===== src/design/fcfs_schedule_metrics_macros.svh =====
// assertion macros for the fcfs schedule metrics block
// no dependencies; included by the modules that carry assertions
`ifndef FCFS_SCHEDULE_METRICS_MACROS_SVH
`define FCFS_SCHEDULE_METRICS_MACROS_SVH

// same-cycle implication, disabled while reset is low
`define FCFSSM_ASSERT_IMP(label, clk, rst_n, ante, cons, msg) \
    label: assert property (@(posedge clk) disable iff (!rst_n) (ante) |-> (cons)) \
        else $error(msg);

// next-cycle implication, disabled while reset is low
`define FCFSSM_ASSERT_NXT(label, clk, rst_n, ante, cons, msg) \
    label: assert property (@(posedge clk) disable iff (!rst_n) (ante) |=> (cons)) \
        else $error(msg);

`endif


===== src/design/fcfssm_pkg.sv =====
// shared constants for the fcfs schedule metrics block
// no dependencies; used by the alu and the top level
`default_nettype none

package fcfssm_pkg;

    // parameter defaults
    localparam int DEF_MAX_PROCS = 16;
    localparam int DEF_TIME_BITS = 16;

    // fixed field widths of the stream words
    localparam int IN_TIME_W = 16;
    localparam int PNUM_W    = 5;
    localparam int ECHO_W    = 16;
    localparam int RES_W     = 21;
    localparam int SUM_W     = 25;

    localparam int S_TDATA_W  = 2 * IN_TIME_W;
    localparam int M_FIELDS_W = PNUM_W + 2 * ECHO_W + 4 * RES_W + 2 * SUM_W;
    localparam int M_TDATA_W  = ((M_FIELDS_W + 7) / 8) * 8;
    localparam int M_PAD_W    = M_TDATA_W - M_FIELDS_W;

    // alu operation select
    localparam logic ALU_ADD = 1'b0;
    localparam logic ALU_SUB = 1'b1;

endpackage

`default_nettype wire


===== src/design/fcfssm_ram.sv =====
// generic single-write, single-read ram with registered read data
// no dependencies
`default_nettype none

module fcfssm_ram #(
    parameter int WIDTH = 16,
    parameter int DEPTH = 16
) (
    input  wire logic                     clk,
    input  wire logic                     we,
    input  wire logic [$clog2(DEPTH)-1:0] waddr,
    input  wire logic [WIDTH-1:0]         wdata,
    input  wire logic                     re,
    input  wire logic [$clog2(DEPTH)-1:0] raddr,
    output logic      [WIDTH-1:0]         rdata
);

    logic [WIDTH-1:0] mem [DEPTH];

    always_ff @(posedge clk)
    begin
        if (we)
        begin
            mem[waddr] <= wdata;
        end
        if (re)
        begin
            rdata <= mem[raddr];
        end
    end

endmodule

`default_nettype wire


===== src/design/fcfssm_alu.sv =====
// shared add / subtract unit with carry out (carry high on subtract = no borrow)
// depends on fcfssm_pkg
`default_nettype none

module fcfssm_alu #(
    parameter int WIDTH = 25
) (
    input  wire logic [WIDTH-1:0] a,
    input  wire logic [WIDTH-1:0] b,
    input  wire logic             op,
    output logic      [WIDTH-1:0] sum,
    output logic                  carry
);

    localparam int EXT_W = WIDTH + 1;

    logic [WIDTH-1:0] b_sel;

    assign b_sel = (op == fcfssm_pkg::ALU_SUB) ? ~b : b;
    assign {carry, sum} = {1'b0, a} + {1'b0, b_sel}
                        + EXT_W'(op == fcfssm_pkg::ALU_SUB);

endmodule

`default_nettype wire


===== src/design/fcfs_schedule_metrics.sv =====
// top level of the fcfs schedule metrics block: sequencer, stores and stream ports
// depends on fcfssm_pkg, fcfssm_ram, fcfssm_alu and the assertion macro header
`default_nettype none
`include "fcfs_schedule_metrics_macros.svh"

// Collects up to MAX_PROCS processes, one input word each (arrival, burst), and
// numbers them from 1 in load order; words beyond capacity are dropped and flagged.
// A word with tlast closes the set: the block repeatedly scans the stored arrivals
// for the earliest unserved process (lowest number wins a tie), serves it first
// come first served with the clock idling forward to its arrival, and then emits
// one result word per process in number order, the last one with tlast. Scheduling
// repeats one selection per process: each selection is a scan through the arrival
// ram read port followed by six steps of the single shared adder. Each result then
// passes a ram read, four adder steps and the handshake, which waits out any output
// stall. Input is not taken from the closing word until the last result word has
// been accepted.
module fcfs_schedule_metrics #(
    parameter int MAX_PROCS = fcfssm_pkg::DEF_MAX_PROCS,
    parameter int TIME_BITS = fcfssm_pkg::DEF_TIME_BITS
) (
    input  wire logic                             clk,
    input  wire logic                             rst_n,
    // input stream
    input  wire logic                             s_axis_tvalid,
    output logic                                  s_axis_tready,
    // arrival_time [15:0], burst_time [31:16]
    input  wire logic [fcfssm_pkg::S_TDATA_W-1:0] s_axis_tdata,
    // final_process
    input  wire logic                             s_axis_tlast,
    // result stream
    output logic                                  m_axis_tvalid,
    input  wire logic                             m_axis_tready,
    // process_number [4:0], arrival_echo [20:5], burst_echo [36:21],
    // completion_time [57:37], turnaround_time [78:58], waiting_time [99:79],
    // response_time [120:100], turnaround_sum [145:121], waiting_sum [170:146],
    // zero fill [175:171]
    output logic      [fcfssm_pkg::M_TDATA_W-1:0] m_axis_tdata,
    // dropped_flag
    output logic                                  m_axis_tuser,
    // end_of_set
    output logic                                  m_axis_tlast
);

    localparam int IDX_W     = $clog2(MAX_PROCS);
    localparam int CNT_W     = $clog2(MAX_PROCS + 1);
    // clock never exceeds (max arrival) + (sum of bursts)
    localparam int CLK_W     = TIME_BITS + CNT_W;
    localparam int SUM_W     = fcfssm_pkg::SUM_W;
    localparam int RES_W     = fcfssm_pkg::RES_W;
    localparam int PNUM_W    = fcfssm_pkg::PNUM_W;
    localparam int ECHO_W    = fcfssm_pkg::ECHO_W;
    localparam int IN_TIME_W = fcfssm_pkg::IN_TIME_W;
    localparam int M_PAD_W   = fcfssm_pkg::M_PAD_W;
    localparam int AW        = (CLK_W > SUM_W) ? CLK_W : SUM_W;

    // sequencer states
    localparam logic [3:0] ST_LOAD  = 4'd0;   // taking input words
    localparam logic [3:0] ST_SCAN  = 4'd1;   // search earliest unserved
    localparam logic [3:0] ST_START = 4'd2;   // start = max(clock, arrival)
    localparam logic [3:0] ST_COMP  = 4'd3;   // clock = start + burst
    localparam logic [3:0] ST_TAT   = 4'd4;   // tmp = clock - arrival
    localparam logic [3:0] ST_TTOT  = 4'd5;   // turnaround total += tmp
    localparam logic [3:0] ST_WAIT  = 4'd6;   // tmp = start - arrival
    localparam logic [3:0] ST_WTOT  = 4'd7;   // waiting total += tmp
    localparam logic [3:0] ST_ERD   = 4'd8;   // read stores for one result
    localparam logic [3:0] ST_ECOMP = 4'd9;   // completion
    localparam logic [3:0] ST_ETAT  = 4'd10;  // turnaround
    localparam logic [3:0] ST_EWAIT = 4'd11;  // waiting
    localparam logic [3:0] ST_ERESP = 4'd12;  // response
    localparam logic [3:0] ST_EOUT  = 4'd13;  // result word offered

    logic [3:0]           state_reg, state_next;
    logic [CNT_W-1:0]     count_reg, count_next;
    logic                 ovf_reg, ovf_next;
    logic [CLK_W-1:0]     clock_reg, clock_next;
    logic [SUM_W-1:0]     ttot_reg, ttot_next;
    logic [SUM_W-1:0]     wtot_reg, wtot_next;
    logic [MAX_PROCS-1:0] served_reg, served_next;
    logic [CNT_W-1:0]     served_cnt_reg, served_cnt_next;
    logic [CNT_W-1:0]     scan_idx_reg, scan_idx_next;
    logic                 rd_vld_reg, rd_vld_next;
    logic [IDX_W-1:0]     rd_idx_reg, rd_idx_next;
    logic                 best_vld_reg, best_vld_next;
    logic [IDX_W-1:0]     best_idx_reg, best_idx_next;
    logic [TIME_BITS-1:0] best_arr_reg, best_arr_next;
    logic [TIME_BITS-1:0] best_bst_reg, best_bst_next;
    logic [CLK_W-1:0]     start_reg, start_next;
    logic [CLK_W-1:0]     tmp_reg, tmp_next;
    logic [CNT_W-1:0]     emit_idx_reg, emit_idx_next;
    logic [CLK_W-1:0]     e_comp_reg, e_comp_next;
    logic [CLK_W-1:0]     e_tat_reg, e_tat_next;
    logic [CLK_W-1:0]     e_wait_reg, e_wait_next;
    logic [CLK_W-1:0]     e_resp_reg, e_resp_next;

    // store ports
    logic                 in_we;
    logic [TIME_BITS-1:0] in_arr;
    logic [TIME_BITS-1:0] in_bst;
    logic                 rd_en;
    logic [IDX_W-1:0]     rd_addr;
    logic [TIME_BITS-1:0] arr_rd;
    logic [TIME_BITS-1:0] bst_rd;
    logic [CLK_W-1:0]     st_rd;
    logic                 st_we;
    logic [CLK_W-1:0]     start_val;

    // shared adder
    logic [AW-1:0]        alu_a;
    logic [AW-1:0]        alu_b;
    logic                 alu_op;
    logic [AW-1:0]        alu_sum;
    logic                 alu_carry;

    logic                 in_acc;
    logic                 scan_issue;
    logic                 emit_last;
    logic                 set_done;

    assign in_arr = TIME_BITS'(s_axis_tdata[IN_TIME_W-1:0]);
    assign in_bst = TIME_BITS'(s_axis_tdata[2*IN_TIME_W-1:IN_TIME_W]);

    assign s_axis_tready = (state_reg == ST_LOAD);
    assign in_acc        = s_axis_tvalid && s_axis_tready;
    assign in_we         = in_acc && (count_reg < CNT_W'(MAX_PROCS));

    assign scan_issue = (state_reg == ST_SCAN) && (scan_idx_reg < count_reg);
    assign rd_en      = scan_issue || (state_reg == ST_ERD);
    assign rd_addr    = (state_reg == ST_ERD) ? emit_idx_reg[IDX_W-1:0]
                                              : scan_idx_reg[IDX_W-1:0];

    // carry high on the start step means clock is not behind the arrival
    assign start_val = alu_carry ? clock_reg : CLK_W'(best_arr_reg);
    assign st_we     = (state_reg == ST_START);

    assign emit_last = (CNT_W'(emit_idx_reg + 1'b1) == count_reg);
    assign set_done  = (state_reg == ST_EOUT) && m_axis_tready && emit_last;

    fcfssm_ram #(
        .WIDTH (TIME_BITS),
        .DEPTH (MAX_PROCS)
    ) u_arr_ram (
        .clk   (clk),
        .we    (in_we),
        .waddr (count_reg[IDX_W-1:0]),
        .wdata (in_arr),
        .re    (rd_en),
        .raddr (rd_addr),
        .rdata (arr_rd)
    );

    fcfssm_ram #(
        .WIDTH (TIME_BITS),
        .DEPTH (MAX_PROCS)
    ) u_bst_ram (
        .clk   (clk),
        .we    (in_we),
        .waddr (count_reg[IDX_W-1:0]),
        .wdata (in_bst),
        .re    (rd_en),
        .raddr (rd_addr),
        .rdata (bst_rd)
    );

    fcfssm_ram #(
        .WIDTH (CLK_W),
        .DEPTH (MAX_PROCS)
    ) u_start_ram (
        .clk   (clk),
        .we    (st_we),
        .waddr (best_idx_reg),
        .wdata (start_val),
        .re    (rd_en),
        .raddr (rd_addr),
        .rdata (st_rd)
    );

    fcfssm_alu #(
        .WIDTH (AW)
    ) u_alu (
        .a     (alu_a),
        .b     (alu_b),
        .op    (alu_op),
        .sum   (alu_sum),
        .carry (alu_carry)
    );

    // operand routing for the shared adder
    always_comb
    begin
        alu_a  = '0;
        alu_b  = '0;
        alu_op = fcfssm_pkg::ALU_ADD;
        unique case (state_reg)
            ST_SCAN:
            begin
                // no carry means the fresh arrival is strictly earlier
                alu_a  = AW'(arr_rd);
                alu_b  = AW'(best_arr_reg);
                alu_op = fcfssm_pkg::ALU_SUB;
            end
            ST_START, ST_TAT:
            begin
                alu_a  = AW'(clock_reg);
                alu_b  = AW'(best_arr_reg);
                alu_op = fcfssm_pkg::ALU_SUB;
            end
            ST_COMP:
            begin
                alu_a  = AW'(start_reg);
                alu_b  = AW'(best_bst_reg);
            end
            ST_TTOT:
            begin
                alu_a  = AW'(ttot_reg);
                alu_b  = AW'(tmp_reg);
            end
            ST_WAIT:
            begin
                alu_a  = AW'(start_reg);
                alu_b  = AW'(best_arr_reg);
                alu_op = fcfssm_pkg::ALU_SUB;
            end
            ST_WTOT:
            begin
                alu_a  = AW'(wtot_reg);
                alu_b  = AW'(tmp_reg);
            end
            ST_ECOMP:
            begin
                alu_a  = AW'(st_rd);
                alu_b  = AW'(bst_rd);
            end
            ST_ETAT:
            begin
                alu_a  = AW'(e_comp_reg);
                alu_b  = AW'(arr_rd);
                alu_op = fcfssm_pkg::ALU_SUB;
            end
            ST_EWAIT:
            begin
                alu_a  = AW'(e_tat_reg);
                alu_b  = AW'(bst_rd);
                alu_op = fcfssm_pkg::ALU_SUB;
            end
            ST_ERESP:
            begin
                alu_a  = AW'(st_rd);
                alu_b  = AW'(arr_rd);
                alu_op = fcfssm_pkg::ALU_SUB;
            end
            default:
            begin
                alu_op = fcfssm_pkg::ALU_ADD;
            end
        endcase
    end

    // sequencer
    always_comb
    begin
        state_next      = state_reg;
        count_next      = count_reg;
        ovf_next        = ovf_reg;
        clock_next      = clock_reg;
        ttot_next       = ttot_reg;
        wtot_next       = wtot_reg;
        served_next     = served_reg;
        served_cnt_next = served_cnt_reg;
        scan_idx_next   = scan_idx_reg;
        rd_vld_next     = scan_issue;
        rd_idx_next     = scan_idx_reg[IDX_W-1:0];
        best_vld_next   = best_vld_reg;
        best_idx_next   = best_idx_reg;
        best_arr_next   = best_arr_reg;
        best_bst_next   = best_bst_reg;
        start_next      = start_reg;
        tmp_next        = tmp_reg;
        emit_idx_next   = emit_idx_reg;
        e_comp_next     = e_comp_reg;
        e_tat_next      = e_tat_reg;
        e_wait_next     = e_wait_reg;
        e_resp_next     = e_resp_reg;

        unique case (state_reg)
            ST_LOAD:
            begin
                if (in_acc)
                begin
                    if (in_we)
                    begin
                        count_next = CNT_W'(count_reg + 1'b1);
                    end
                    else
                    begin
                        ovf_next = 1'b1;
                    end
                    if (s_axis_tlast)
                    begin
                        served_next     = '0;
                        served_cnt_next = '0;
                        scan_idx_next   = '0;
                        best_vld_next   = 1'b0;
                        state_next      = ST_SCAN;
                    end
                end
            end
            ST_SCAN:
            begin
                // data of the previous read is compared this cycle
                if (rd_vld_reg && !served_reg[rd_idx_reg] && (!best_vld_reg || !alu_carry))
                begin
                    best_vld_next = 1'b1;
                    best_idx_next = rd_idx_reg;
                    best_arr_next = arr_rd;
                    best_bst_next = bst_rd;
                end
                if (scan_issue)
                begin
                    scan_idx_next = CNT_W'(scan_idx_reg + 1'b1);
                end
                else if (!rd_vld_reg)
                begin
                    state_next = ST_START;
                end
            end
            ST_START:
            begin
                start_next                = start_val;
                served_next[best_idx_reg] = 1'b1;
                state_next                = ST_COMP;
            end
            ST_COMP:
            begin
                clock_next = CLK_W'(alu_sum);
                state_next = ST_TAT;
            end
            ST_TAT:
            begin
                tmp_next   = CLK_W'(alu_sum);
                state_next = ST_TTOT;
            end
            ST_TTOT:
            begin
                ttot_next  = SUM_W'(alu_sum);
                state_next = ST_WAIT;
            end
            ST_WAIT:
            begin
                tmp_next   = CLK_W'(alu_sum);
                state_next = ST_WTOT;
            end
            ST_WTOT:
            begin
                wtot_next       = SUM_W'(alu_sum);
                served_cnt_next = CNT_W'(served_cnt_reg + 1'b1);
                if (CNT_W'(served_cnt_reg + 1'b1) == count_reg)
                begin
                    emit_idx_next = '0;
                    state_next    = ST_ERD;
                end
                else
                begin
                    scan_idx_next = '0;
                    best_vld_next = 1'b0;
                    state_next    = ST_SCAN;
                end
            end
            ST_ERD:
            begin
                state_next = ST_ECOMP;
            end
            ST_ECOMP:
            begin
                e_comp_next = CLK_W'(alu_sum);
                state_next  = ST_ETAT;
            end
            ST_ETAT:
            begin
                e_tat_next = CLK_W'(alu_sum);
                state_next = ST_EWAIT;
            end
            ST_EWAIT:
            begin
                e_wait_next = CLK_W'(alu_sum);
                state_next  = ST_ERESP;
            end
            ST_ERESP:
            begin
                e_resp_next = CLK_W'(alu_sum);
                state_next  = ST_EOUT;
            end
            ST_EOUT:
            begin
                if (m_axis_tready)
                begin
                    if (emit_last)
                    begin
                        // set finished, start clean for the next one
                        count_next = '0;
                        ovf_next   = 1'b0;
                        clock_next = '0;
                        ttot_next  = '0;
                        wtot_next  = '0;
                        state_next = ST_LOAD;
                    end
                    else
                    begin
                        emit_idx_next = CNT_W'(emit_idx_reg + 1'b1);
                        state_next    = ST_ERD;
                    end
                end
            end
            default:
            begin
                state_next = ST_LOAD;
            end
        endcase
    end

    // control state
    always_ff @(posedge clk or negedge rst_n)
    begin
        if (!rst_n)
        begin
            state_reg      <= ST_LOAD;
            count_reg      <= '0;
            ovf_reg        <= 1'b0;
            clock_reg      <= '0;
            ttot_reg       <= '0;
            wtot_reg       <= '0;
            served_reg     <= '0;
            served_cnt_reg <= '0;
            scan_idx_reg   <= '0;
            rd_vld_reg     <= 1'b0;
            best_vld_reg   <= 1'b0;
            emit_idx_reg   <= '0;
        end
        else
        begin
            state_reg      <= state_next;
            count_reg      <= count_next;
            ovf_reg        <= ovf_next;
            clock_reg      <= clock_next;
            ttot_reg       <= ttot_next;
            wtot_reg       <= wtot_next;
            served_reg     <= served_next;
            served_cnt_reg <= served_cnt_next;
            scan_idx_reg   <= scan_idx_next;
            rd_vld_reg     <= rd_vld_next;
            best_vld_reg   <= best_vld_next;
            emit_idx_reg   <= emit_idx_next;
        end
    end

    // datapath registers
    always_ff @(posedge clk)
    begin
        rd_idx_reg   <= rd_idx_next;
        best_idx_reg <= best_idx_next;
        best_arr_reg <= best_arr_next;
        best_bst_reg <= best_bst_next;
        start_reg    <= start_next;
        tmp_reg      <= tmp_next;
        e_comp_reg   <= e_comp_next;
        e_tat_reg    <= e_tat_next;
        e_wait_reg   <= e_wait_next;
        e_resp_reg   <= e_resp_next;
    end

    // result word, all from registers and held ram read data
    assign m_axis_tvalid = (state_reg == ST_EOUT);
    assign m_axis_tdata  = {
        {M_PAD_W{1'b0}},
        wtot_reg,
        ttot_reg,
        RES_W'(e_resp_reg),
        RES_W'(e_wait_reg),
        RES_W'(e_tat_reg),
        RES_W'(e_comp_reg),
        ECHO_W'(bst_rd),
        ECHO_W'(arr_rd),
        PNUM_W'(emit_idx_reg + 1'b1)
    };
    assign m_axis_tuser  = ovf_reg;
    assign m_axis_tlast  = emit_last;

    `FCFSSM_ASSERT_IMP(a_no_result_while_loading, clk, rst_n,
        s_axis_tready, !m_axis_tvalid, "result offered while loading")
    `FCFSSM_ASSERT_IMP(a_count_in_range, clk, rst_n,
        1'b1, count_reg <= CNT_W'(MAX_PROCS), "process count beyond capacity")
    `FCFSSM_ASSERT_NXT(a_set_cleared, clk, rst_n,
        set_done, s_axis_tready && (count_reg == '0) && !ovf_reg,
        "set not cleared after last result")
    `FCFSSM_ASSERT_IMP(a_pick_unserved, clk, rst_n,
        state_reg == ST_START, best_vld_reg && !served_reg[best_idx_reg],
        "served a process twice or none")

endmodule

`default_nettype wire

===== config.mk =====
export PLATFORM = sky130hd
export DESIGN_NAME = fcfs_schedule_metrics
export DESIGN_NICKNAME = d
export VERILOG_FILES = /design/src/design/fcfssm_pkg.sv /design/src/design/fcfssm_ram.sv /design/src/design/fcfssm_alu.sv /design/src/design/fcfs_schedule_metrics.sv
export VERILOG_INCLUDE_DIRS = /design/src /design/src/design
export SDC_FILE = /design/constraint.sdc
export NUM_CORES = 2
export LEC_CHECK = 0
export BUFFER_PORTS_ARGS = -buffer_cell sky130_fd_sc_hd__buf_2
export CORE_MARGIN = 1.5
export CORE_UTILIZATION = 35
export DETAILED_ROUTE_END_ITERATION = 8
export GPL_TIMING_DRIVEN = 0
export HOLD_SLACK_MARGIN = 0.12
export PLACE_DENSITY = 0.49
export SYNTH_ARGS = -nofsm -noshare
export SYNTH_HDL_FRONTEND = slang
export SYNTH_HIERARCHICAL = 1
export SYNTH_SLANG_ARGS = --single-unit

===== constraint.sdc =====
create_clock -name clk -period 11.5 [get_ports clk]
set_clock_uncertainty 0.2 [all_clocks]
set_input_delay 1.725 -clock clk [delete_from_list [all_inputs] [get_ports clk]]
set_output_delay 1.725 -clock clk [all_outputs]
set_load 0.03 [all_outputs]

# ---- After elaboration in Yosys (flattened, before gate mapping)
# Memories as Yosys holds them, arrays and structs flattened. A register that Yosys moved wholly into a read port is not among the register bits.
# Cells that the tools add are included.
dict set report word_totals {
  output_inout_bits 180
  ramBits 848
  register_bits 280
  inputBits 37
  memories 3
}
dict set report op_classes {
  muxes 57
  n_bitwise 2
  n_reduce_logical 40
  n_addsub 6
  n_eq_ne 28
  magnitude_cmp 5
}
# name words word_bits read_ports rd_clocked_by_memory_dff write_ports line_no
set mem_list {}
lappend mem_list {u_start_ram.mem 16 21 1 1 1 fcfssm_ram.sv:18} ;# logic [WIDTH-1:0] mem [DEPTH];
lappend mem_list {u_arr_ram.mem 16 16 1 1 1 fcfssm_ram.sv:18}
lappend mem_list {u_bst_ram.mem 16 16 1 1 1 fcfssm_ram.sv:18}
# op n
set ops {}
lappend ops {{$pmux W25 S8} 1}
lappend ops {{$pmux W21 S5} 1}
lappend ops {{$pmux W25 S2} 2}
lappend ops {{$mux W25} 3}
lappend ops {{$mux W21} 3}
lappend ops {{$pmux W4 S14} 1}
lappend ops {{$mux W5} 11}
lappend ops {{$pmux W21 S2} 1}
lappend ops {{$mux W16} 2}
lappend ops {{$mux W4} 8}
lappend ops {{$pmux W16 S2} 1}
lappend ops {{$pmux W5 S2} 3}
lappend ops {{$add A25 B25 Y26} 1}
lappend ops {{$add A26 B1 Y26} 1}
lappend ops {{$not A21 Y25} 1}
lappend ops {{$reduce_and A5 Y1} 5}
lappend ops {{$eq A4 B4 Y1 const B} 6}
lappend ops {{$add A5 B1 Y5 const B} 4}
lappend ops {{$eq A4 B3 Y1 const B} 4}
lappend ops {{$or A16 B16 Y16} 1}
lappend ops {{$mux W1} 15}
lappend ops {{$pmux W5 S3} 1}
lappend ops {{$reduce_and A3 Y1} 5}
lappend ops {{$ne A2 B2 Y1 const B} 7}
lappend ops {{23 further kinds} 50}

# ---- Longest topological paths before layout
dict set report depth {
  depth_word 12
  mapped_depth 21
  ltp_nobuf 17
}

# ---- By module
# The synthesis kept the hierarchy.
# module seq_area_each_um2 cells_per_inst area_per_inst_um2 instances
set by_module_without_submodules {}
lappend by_module_without_submodules {{fcfssm_ram at u_start_ram} 10720.3 557 13487.9 1}
lappend by_module_without_submodules {fcfs_schedule_metrics 7797.5 889 12030.3 1}
lappend by_module_without_submodules {{fcfssm_ram at u_arr_ram} 8167.8 432 10203.5 1}
lappend by_module_without_submodules {{fcfssm_ram at u_bst_ram} 8167.8 432 10202.3 1}
lappend by_module_without_submodules {fcfssm_alu 0.0 200 1491.4 1}

# ---- Worst setup path after synthesis
# Ideal clock, no wire load.
dict set report synth_path {
  path_type {flip-flop to flip-flop}
  from {register state_reg[1]}
  to {register best_arr_reg[0] (enable)}
  path_buffers 6
  t_required_ns 10.816
  t_arrival_ns 7.912
  path_stages_with_launch 22
  setup_slack_ns 2.904
  path_cell_list {dfrtp_1 -> buf_2 -> or2_1 -> clkbuf_1 -> nor3_1 -> or2_1 -> clkbuf_1 -> buf_2 -> nand2_1 -> nand3_1 -> xor2_1 -> ha_1 -> clkbuf_1 -> nand2_1 -> nor2_1 -> a221o_1 -> a211o_1 -> a31oi_2 -> o311a_1 -> o21ai_0 -> clkbuf_1 -> a211oi_1}
}
dict set report synth_between {
  elab_chain_cells 11
  elab_cells_between_ends 30
}
# element line_no
set synth_lines {}
lappend synth_lines {{start, declared} fcfs_schedule_metrics.sv:72} ;# logic [3:0] state_reg, state_next;
lappend synth_lines {{start signal, assigned} fcfs_schedule_metrics.sv:440} ;# state_reg <= state_next;
lappend synth_lines {{$eq A4 B2 Y1, or another cell as far along} fcfs_schedule_metrics.sv:193} ;# unique case (state_reg)
lappend synth_lines {{$reduce_or A4 Y1 (no line) or $reduce_or A2 Y1 (tied branches)} n/a}
lappend synth_lines {{$pmux W21 S5 (*)} fcfs_schedule_metrics.sv:193}
lappend synth_lines {{named net alu_b[9]} fcfs_schedule_metrics.sv:109} ;# logic [AW-1:0] alu_b;
lappend synth_lines {{$not A21 Y25} fcfssm_alu.sv:19} ;# assign b_sel = (op == fcfssm_pkg::ALU_SUB) ? ~b : b;
lappend synth_lines {{$mux W25 (*)} fcfssm_alu.sv:19}
lappend synth_lines {{$add A25 B25 Y26 (*)} fcfssm_alu.sv:20} ;# assign {carry, sum} = {1'b0, a} + {1'b0, b_sel}
lappend synth_lines {{$add A26 B1 Y26 (*)} fcfssm_alu.sv:21} ;# + EXT_W'(op == fcfssm_pkg::ALU_SUB);
lappend synth_lines {{named net alu_carry} fcfs_schedule_metrics.sv:112} ;# logic alu_carry;
lappend synth_lines {{$logic_not A1 Y1 (*)} fcfs_schedule_metrics.sv:310} ;# if (rd_vld_reg && !served_reg[rd_idx_reg] && (!best_vld_reg || !alu_carry))
lappend synth_lines {{$logic_or A1 B1 Y1 (*)} fcfs_schedule_metrics.sv:310}
lappend synth_lines {{$logic_and A1 B1 Y1 (*)} fcfs_schedule_metrics.sv:310}
lappend synth_lines {{$reduce_and A2 Y1 (no line) (*)} n/a}
lappend synth_lines {{end signal, assigned} fcfs_schedule_metrics.sv:460} ;# best_arr_reg <= best_arr_next;
lappend synth_lines {{end, declared} fcfs_schedule_metrics.sv:85} ;# logic [TIME_BITS-1:0] best_arr_reg, best_arr_next;
# The timed path passes the listed nets; every way through them passes the cells marked *.
# A chain may end at the register's enable or synchronous reset.

# ---- Final worst setup path
dict set report layout_path {
  from {register state_reg[2]}
  to {memory u_start_ram/mem[3][18] in the netlist's numbering (data pin)}
}
dict set report layout_between {
  elab_cells_between_ends 27
}
# element line_no
set layout_lines {}
lappend layout_lines {{$eq A4 B2 Y1, or another cell as far along} fcfs_schedule_metrics.sv:193}
lappend layout_lines {{$reduce_or A7 Y1 (no line) (*)} n/a}
lappend layout_lines {{$mux W1 (*)} fcfs_schedule_metrics.sv:193}
lappend layout_lines {{named net alu_op} fcfs_schedule_metrics.sv:110} ;# logic alu_op;
lappend layout_lines {{$mux W25} fcfssm_alu.sv:19}
lappend layout_lines {{$add A25 B25 Y26} fcfssm_alu.sv:20}
lappend layout_lines {{$add A26 B1 Y26 (*)} fcfssm_alu.sv:21}
lappend layout_lines {{named net alu_carry} fcfs_schedule_metrics.sv:112}
lappend layout_lines {{$mux W21 (*)} fcfs_schedule_metrics.sv:132} ;# assign start_val = alu_carry ? clock_reg : CLK_W'(best_arr_reg);
lappend layout_lines {{named net start_val[18]} fcfs_schedule_metrics.sv:105} ;# logic [CLK_W-1:0] start_val;
lappend layout_lines {{end, declared} fcfssm_ram.sv:18}
# Marked as above.

==> impl_metrics.ini <==
[layout]
largest-register = u_start_ram/mem
fin_area_um2 = 55750
final_util_pct = 41.62
syn_to_final_growth_pct = 17.59
drive_gt1_share_pct = 25.45
reg_top3 = u_start_ram/mem: 336 flops, u_arr_ram/mem: 256 flops, u_bst_ram/mem: 256 flops
fin_cells = 4786
antennaDiodeCount = 0
fin_nets = 2985
largest_reg_flops = 336

[setup_path]
critPathSlowestCell = o21ai_0
critical_path.cell_chain = buf_2, inv_2, nor2_1, clkbuf_1, a21oi_1, o22ai_1, buf_6, clkbuf_1, xor2_1, ha_1, nand2_1, o21ai_2, o2111a_1, a211o_1, a31oi_2, o311a_1, o21ai_0, clkbuf_1, and2_1
crit_fanout = 17
reg2reg_from = state_reg[2]
cpPeakStageDelay_ns = 0.97
r2r-end = u_start_ram/mem[3][18]
cp.arrival_ns = 8.11
r2r_cells = 19
crit_family = compound AO/OA/AOI/OAI gates
crit_path_start_kind = register
end_kind = register
crit_top_cell = clkbuf_1
critPathBufInv = 6
cp.required_ns = 11.75
worstSetupPathType = register to register
rrSetupSlack_ns = 3.64

[floorplanning]
die_h_um = 371.1
initial_core_util_pct = 35.39
core_area_um2 = 134000
fp-row-count = 134
die_area_um2 = 137700
die_w_um = 371.1
io_pins = 217

[flow_run]
cap_viol_max_count = 0

[min_path]
whs_path_depth = 0
whs_endpoint = best_idx_reg[3]
hold_class = register to register
hp-start = rd_idx_reg[3]

[clock_tree]
cts_tree = built
cts_max_level = 3
cts_resized = 0
clock-root-buffer = clkbuf_16
clock-sinks = 1181
hold_buffers = 0
cts.path.max_buffers = 3
cts_setup_buffers = 0
cts_buffers = 120
clk_latency_ns = 0.74
clk_pin_slew_ns = 0.06

[timing]
rsz0062_at_grt = no
layout_setup_ws_ns = 3.639
setup_viol = 0
period_minus_slack_ns = 7.861
fin_crit_sh_pct = 68.35
max_slew.worst_pin.slew_ns = 1.323
relSlewSlack_pct = 11.15
hold_viol = 0
fmax_mhz = 127.2
setup_tns_ns = 0
drv_slew = 0

[synthesis]
syn_avg_cell_area_um2 = 18.89
ys_warn_count = 6
synthesis.area_um2 = 47420
synth_ff_type = edfxtp_1
syn_inst = 2510
synth_top_area_cell = edfxtp_1
synth_seq_cells = 1181
yosysUniqueCellTypes = 82
synth.area.top_cells = edfxtp_1 (67%), mux4_2 (7.6%), dfrtp_1 (6.0%), mux4_1 (3.2%), a22oi_1 (2.1%)
synth_edf_count = 1063
async_flop_share_pct = 9.653
synth_top_area_share_pct = 67.32
seq_area_frac_synth_pct = 73.51

[status]
status = complete, no violations

[drt]
remaining_drc_errors = 0
routedWlPerCell_um = 28.42
antenna_left = 0
num_vias = 26307
first_pass_iters = 9
drt_iter0_markers = 2683
viasPerCell = 5.497
wirelength_um = 136000

[placed_design]
dpl.hpwl_um = 96220
dp_cells = 4559
gp_congestion = 0.8602
place_area_um2 = 51900
io_buffer_count = 211
dp_slack_ns = 3.804

[global_routing]
grt_first_pass_wirelength_um = 193000
grt_antenna_before_repair = 17
gr-total-overflow = 0
grt_pass1_vias = 26837
grt_use_total_pct = 19.70
grt_start_max_net_pins = 67

[power]
p_leak_nw = 19.04
vdd_ir_drop_max_mv = 0.4269
p_per_area_nw_per_um2 = 301.5
report_power, final:
part / total [mW] / internal [mW] / leakage (nW) / switching, mW
Combinational: 6.62 / 2.17 / 6.11 / 4.44
Clock: 3.84 / 2.20 / 1.89 / 1.64
Sequential: 6.36 / 5.93 / 11.0 / 0.425
Total: 16.8 / 10.3 / 19.0 / 6.50
worst max-delay path by stage:
stage / endpoint / slack (ns) / startpoint / depth (start not counted)
6_report: u_start_ram/mem[3][18] / 3.64 / state_reg[2] / 19
2_1_floorplan: best_arr_reg[0] / 2.90 / state_reg[1] / 21
5_1_grt: start_reg[16] / 3.37 / state_reg[2] / 20
3_5_place_dp: u_start_ram/mem[0][16] / 3.80 / state_reg[2] / 19
3_3_place_gp: best_bst_reg[11] / -1.96 / state_reg[1] / 19
4_1_cts: start_reg[16] / 3.79 / state_reg[2] / 19
layout by cell type (no fill, tap or decap), drive strengths merged, types with 7 or more instances in the layout:
| master | synthesis | final |
|---|---|---|
| a222oi | 53 | 53 |
| a21oi | 65 | 65 |
| nand3b | 7 | 7 |
| bufinv | 0 | 11 |
| dfrtp | 114 | 114 |
| inv | 15 | 19 |
| and3 | 9 | 9 |
| nor3 | 24 | 24 |
| a21o | 14 | 14 |
| mux2 | 36 | 36 |
| xnor2 | 20 | 20 |
| o21ai | 26 | 26 |
| a22o | 77 | 77 |
| a22oi | 130 | 130 |
| nand2b | 15 | 15 |
| nand2 | 129 | 129 |
| clkinv | 1 | 55 |
| edfxtp | 1063 | 1063 |
| a31oi | 15 | 15 |
| mux4 | 217 | 217 |
| ha | 34 | 34 |
| buf | 69 | 342 |
| o211ai | 20 | 20 |
| and2 | 19 | 19 |
| nand3 | 33 | 33 |
| or2 | 8 | 8 |
| nor2b | 12 | 12 |
| xor2 | 39 | 39 |
| nor2 | 103 | 103 |
| clkbuf | 70 | 227 |
| conb | 1 | 9 |
cell type report:
class,instances,area (um2)
repair buffers,273,2028
plain buffers,139,788.3
multi-input cells,1182,11950
well taps,1768,2212
flip-flops and latches,1181,34850
fillers,11862,78210
inverters,16,61.31
clock inverters,70,654.4
clock buffers,157,3203
synth_stat cells, types with 15 or more instances:
cell and number:
mux4_1 57, mux2_2 36, buf_2 22, nor3_1 23, and2_1 18, nand3_1 33, buf_1 16, a22o_1 77
a21oi_1 65, dfrtp_1 114, o211ai_1 20, xor2_1 39, clkbuf_1 70, a22oi_1 130, o21ai_0 20, nand2_1 128
nor2_1 102, ha_1 34, mux4_2 160, xnor2_1 20, edfxtp_1 1063, nand2b_1 15, a222oi_1 53
layer usage:
metal  global-route usage, %  part of all wire [%]
met1                   26.39                    42
met2                   32.11                    48
met3                   4.523                   7.2
met4                   5.526                   2.7
met5                       0                 0.040
cell families after synthesis:
kind of cell | share of synthesized area (%)
xor gates and xnor gates | 1.280
DFF | 73.51
and+or+nand+nor | 3.755
buffers and inverters | 1.786
AOI/OAI and AO/OA | 7.019
adders and majority gates | 0.9394
other | 0.007909
muxes | 11.71
per-stage QoR:
stage	hold slack (ns)	power, mW
2_1_floorplan	0.2164	10.47
3_3_place_gp	0.2492	12.95
3_5_place_dp	0.2430	13.09
4_1_cts	0.2568	16.96
5_1_grt	0.2710	17.59
6_report	0.2616	16.81
No activity file was read; power rests on OpenSTA's default activity.
